## src/sv/window_despike_filter_3x3_assert.svh

```systemverilog
// Assertion macros for the despike filter; clk and arst_n are taken from the enclosing scope.
`ifndef WINDOW_DESPIKE_FILTER_3X3_ASSERT_SVH
`define WINDOW_DESPIKE_FILTER_3X3_ASSERT_SVH

// Condition and consequence in the same cycle.
`define WDF_ASSERT_NOW(lbl, ante, cons, msg) \
	lbl: assert property (@(posedge clk) disable iff (!arst_n) (ante) |-> (cons)) \
		else $error(msg);

// Consequence in the cycle after the condition.
`define WDF_ASSERT_NEXT(lbl, ante, cons, msg) \
	lbl: assert property (@(posedge clk) disable iff (!arst_n) (ante) |=> (cons)) \
		else $error(msg);

`endif

```

## src/sv/wdf_pkg.sv

```systemverilog
`timescale 1ns / 1ps
package wdf_pkg;
	localparam int PIX_W     = 16;
	localparam int MAX_WIDTH = 2048;
	localparam int MIN_WIDTH = 3;
	localparam int CFG_W     = 16;
	localparam int IMG_W     = 12;
	localparam int WIN_CELLS = 9;
	// mean rounding divide: numerator 2|rest|+m, denominator 2m
	localparam int DIV_W     = 20;
	localparam int DEN_W     = 5;

	typedef enum logic [1:0] {
		REG_REPLACE_MODE = 2'd0,
		REG_SIGMA_FACTOR = 2'd1,
		REG_TOLERANCE    = 2'd2,
		REG_IMAGE_WIDTH  = 2'd3
	} reg_idx_t;

	typedef struct packed {
		logic                    ok;
		logic signed [PIX_W-1:0] v;
	} cell_t;

	typedef struct packed {
		logic start;
	} div_ctl_t;

	typedef struct packed {
		logic busy;
		logic done;
	} div_sts_t;
endpackage

```

## src/sv/wdf_div.sv

```systemverilog
`timescale 1ns / 1ps
module wdf_div import wdf_pkg::*; (
	input  logic             clk,
	input  logic             arst_n,
	input  div_ctl_t         ctl,
	input  logic [DIV_W-1:0] num,
	input  logic [DEN_W-1:0] den,
	output div_sts_t         sts,
	output logic [DIV_W-1:0] quot
);
	localparam int CNT_W = $clog2(DIV_W + 1);

	logic [DIV_W-1:0] work_q;
	logic [DEN_W-1:0] den_q;
	logic [DEN_W-1:0] rem_q;
	logic [CNT_W-1:0] cnt_q;
	logic             busy_q;
	logic             done_q;
	logic [DEN_W:0]   rem_sh;
	logic             qbit;
	logic [DEN_W:0]   rem_sub;

	// one quotient bit per cycle, restoring
	always_comb begin
		rem_sh  = {rem_q, work_q[DIV_W-1]};
		qbit    = rem_sh >= {1'b0, den_q};
		rem_sub = rem_sh - {1'b0, den_q};
	end

	always_ff @(posedge clk or negedge arst_n) begin
		if (!arst_n) begin
			busy_q <= 1'b0;
			done_q <= 1'b0;
			cnt_q  <= '0;
		end else begin
			done_q <= 1'b0;
			if (ctl.start) begin
				busy_q <= 1'b1;
				cnt_q  <= CNT_W'(DIV_W);
			end else if (busy_q) begin
				cnt_q <= cnt_q - 1'b1;
				if (cnt_q == CNT_W'(1)) begin
					busy_q <= 1'b0;
					done_q <= 1'b1;
				end
			end
		end
	end

	always_ff @(posedge clk) begin
		if (ctl.start) begin
			work_q <= num;
			den_q  <= den;
			rem_q  <= '0;
		end else if (busy_q) begin
			work_q <= {work_q[DIV_W-2:0], qbit};
			rem_q  <= qbit ? rem_sub[DEN_W-1:0] : rem_sh[DEN_W-1:0];
		end
	end

	assign sts.busy = busy_q;
	assign sts.done = done_q;
	assign quot     = work_q;
endmodule

```

## config.mk

```make
export PLATFORM = sky130hd
export DESIGN_NAME = wdf_div
export DESIGN_NICKNAME = d
export VERILOG_FILES = /design/src/sv/window_despike_filter_3x3_assert.svh /design/src/sv/wdf_pkg.sv /design/src/sv/wdf_div.sv
export SDC_FILE = /design/constraint.sdc
export NUM_CORES = 1
export LEC_CHECK = 0
export ABC_CLOCK_PERIOD_IN_PS = 6200
export BUFFER_PORTS_ARGS = -buffer_cell sky130_fd_sc_hd__buf_2
export CAP_MARGIN = 25
export CORE_MARGIN = 4
export CORE_UTILIZATION = 30
export CTS_CLUSTER_DIAMETER = 40
export DETAILED_ROUTE_END_ITERATION = 6
export SLEW_MARGIN = 20
export SYNTH_ARGS = -nofsm -noshare
export SYNTH_HDL_FRONTEND = slang
export SYNTH_SLANG_ARGS = --single-unit
```

## constraint.sdc

```tcl
create_clock -name clk -period 6.2 [get_ports clk]
set_clock_uncertainty 0.05 [all_clocks]
set_input_delay 1.24 -clock clk [delete_from_list [all_inputs] [get_ports clk]]
set_output_delay 1.24 -clock clk [all_outputs]
set_load 0.1 [all_outputs]
```

==> impl_metrics.tcl <==
set metrics [dict create \
    status "finished clean" \
    setup.worst_path.end_class "output port" \
    cts.repair.resized 0 \
    power_frac_seq_pct 38.3 \
    grt_overflow 0 \
    max_freq_ghz 0.356 \
    drc_errors 0 \
    vias 1175 \
    p_per_area_nw_per_um2 400 \
    die_y_um 85.2 \
    initial_utilization_pct 31.7 \
    yosysMostFrequentCell "edfxtp_1" \
    irDropWorstVdd_uv 208 \
    crit_type "flip-flop to output port" \
    critPathTopFamily "flip-flops" \
    slew_headroom_pct 48.4 \
    place_hpwl_mm 2.52 \
    antenna_found_initial 0 \
    track_usage_pct 9.72 \
    core_sq_um 5640 \
    hold_depth 2 \
    syn-num-nets 170 \
    switching_share_pct 39.8 \
    clk_pin_slew_ps 80 \
    p_int_w 0.000528 \
    viasPerCell 4.59 \
    insertion_delay_ps 290 \
    die-area_sq_um 7260 \
    path_max_fanout 18 \
    slowest_delay_ps 690 \
    rows 27 \
    syn_avg_cell_area_sq_um 13.3 \
    die_w_um 85.2 \
    setup_viol 0 \
    synth_cell_types 40 \
    synth_edf_count 25 \
    wl_mm 3.46 \
    htree_num_levels 2 \
    worstReg2RegStart "quot[19]" \
    drv_cap 0 \
    port_buffers 49 \
    drtAntennaViolNets 0 \
    clockBufferDepth 2 \
    async_reset_ff_share_pct 18.9 \
    synth_area_sq_um 1790 \
    drtIter0Drc 75 \
    min_from "rem_q[4]" \
    area_growth_pct 22.8 \
    nNetsFinal 219 \
    grt_pass1_wl_mm 5.57 \
    reg2regPathDepth 8 \
    synth.largest_area_cell "edfxtp_1" \
    drive_gt1_share_pct 44.0 \
    firstDrtPassIters 3 \
    reg2reg_slack_ps 3880 \
    pwr-share-comb_pct 38.1 \
    path_buf_inv 1 \
    path_cells "buf_2" \
    cts-root-buf "clkbuf_8" \
    wl_per_cell_um 13.5 \
    worstPathRequired_ps 4910 \
    antenna_cells 0 \
    hold_buffers 0 \
    cts_tree "done" \
    power.leakage_nw 0.958 \
    hold_path_class "flip-flop to flip-flop" \
    worst_slew_pin_slew_ps 774 \
    n_fill_cell 533 \
    clkPwrFrac_pct 23.6 \
    grt_max_degree 40 \
    worstPathArrival_ps 1520 \
    cts_buffers 5 \
    ios 50 \
    r2r-end "quot[0]" \
    p_sw_w 0.000350 \
    holdPathEnd "rem_q[4]" \
    synth_common_cells "edfxtp_1, mux2_2, inv_1" \
    report.final.slew_viol_count 0 \
    final_hold_viol_count 0 \
    synth_area_leaders "edfxtp_1, mux2_2, dfrtp_1" \
    start_kind "flip-flop" \
    layout_min_cycle_time_ps 2810 \
    gp_congestion 0.731 \
    ys_warn_count 0 \
    ys_seq_area_share_pct 57.4 \
    finalSetupTns_ps 0 \
    netlist.area_leader.share_pct 42.0 \
    cts.sinks 37 \
    whs_ps 414 \
    synth_top_flop_cell "edfxtp_1" \
    rsz0062_at_grt "false" \
    grt_pass1_vias 1191 \
    synth_seq_cells 37 \
    critPathSlowestCell "dfrtp_1" \
    p_total_w 0.000878 \
    syn_inst 134 \
    timing.final.crit_share_pct 45.3 \
    cts_setup_buffers 0 \
]
## metal layers
metal	global-route usage, %	part of all wire, %	up-vias
li1	-	-	581
met1	11.8	44	564
met2	16.0	51	25
met3	2.23	3.4	5
met4	5.18	1.8	0
met5	0	0	-
## layout make-up
class,instances,area [sq um],share of cell area [%]
clock buffer,5,68.8,3.13
clock inverter,3,41.3,1.88
inverter,10,37.5,1.71
multi-input combinational,80,687,31.3
sequential,37,1030,46.7
tap,72,90.1,4.10
timing repair buffer,49,245,11.2
## per-stage QoR
stage,area [sq um],setup slack (ps),cells,utilization (%)
CTS,2200,3390,256,38.9
floorplan,1790,3590,134,-
global route,2200,3320,256,38.9
global placement,2090,3350,248,37.0
finish,2200,3390,256,38.9
detailed placement,2090,3330,248,37.0
## cell families after synthesis
logic type                 share of synthesized area (%)
DFF                                                 57.4
and+or+nand+nor                                     9.10
muxes                                               13.4
buffers and inverters                               4.20
AOI/OAI and AO/OA                                   6.93
adders and majority gates                           6.02
xor gates and xnor gates                            2.94
## power groups by stage
stage	clock network [W]	logic, W	registers [W]
6_report	0.000207	0.000334	0.000336
3_5_place_dp	0	0.000335	0.000342
2_1_floorplan	0	0.000143	0.000474
3_3_place_gp	0	0.000334	0.000342
4_1_cts	0.000210	0.000336	0.000337
5_1_grt	0.000220	0.000361	0.000342
## state kept, by name, summed over array words and instances, names as in the netlist
name	cells
cnt_q	5
busy_q	1
rem_q	5
quot	20
den_q	5
done_q	1
## worst min-delay path: stages (launching register included)
cell and delay, ps:
dfxtp_1 320, inv_1 50, o32ai_1 50
## worst max path at each step
stage                        start      end  slack, ps  cells past startpoint
after detailed placement       ctl  quot[9]       3330                      2
final                       busy_q   sts[1]       3390                      1
after CTS                   busy_q   sts[1]       3390                      1
after global placement         ctl  quot[0]       3350                      2
after floorplan           quot[19]  quot[0]       3590                      8
after global routing        busy_q   sts[1]       3320                      1
## cells in the final DEF, fill, tap and decap left out, types with 2 or more instances in the layout
cell and n:
nand2b_1 3, buf_2 49, nand2_1 7, a311oi_1 2, a21oi_1 2, ha_1 7, clkbuf_8 5, nor3_1 2
mux2_2 20, inv_1 10, xor2_1 3, dfrtp_1 7, xnor2_1 3, edfxtp_1 25, nor2_1 7, dfxtp_1 5
a21o_1 2
No activity file was read; power rests on OpenSTA's default activity.
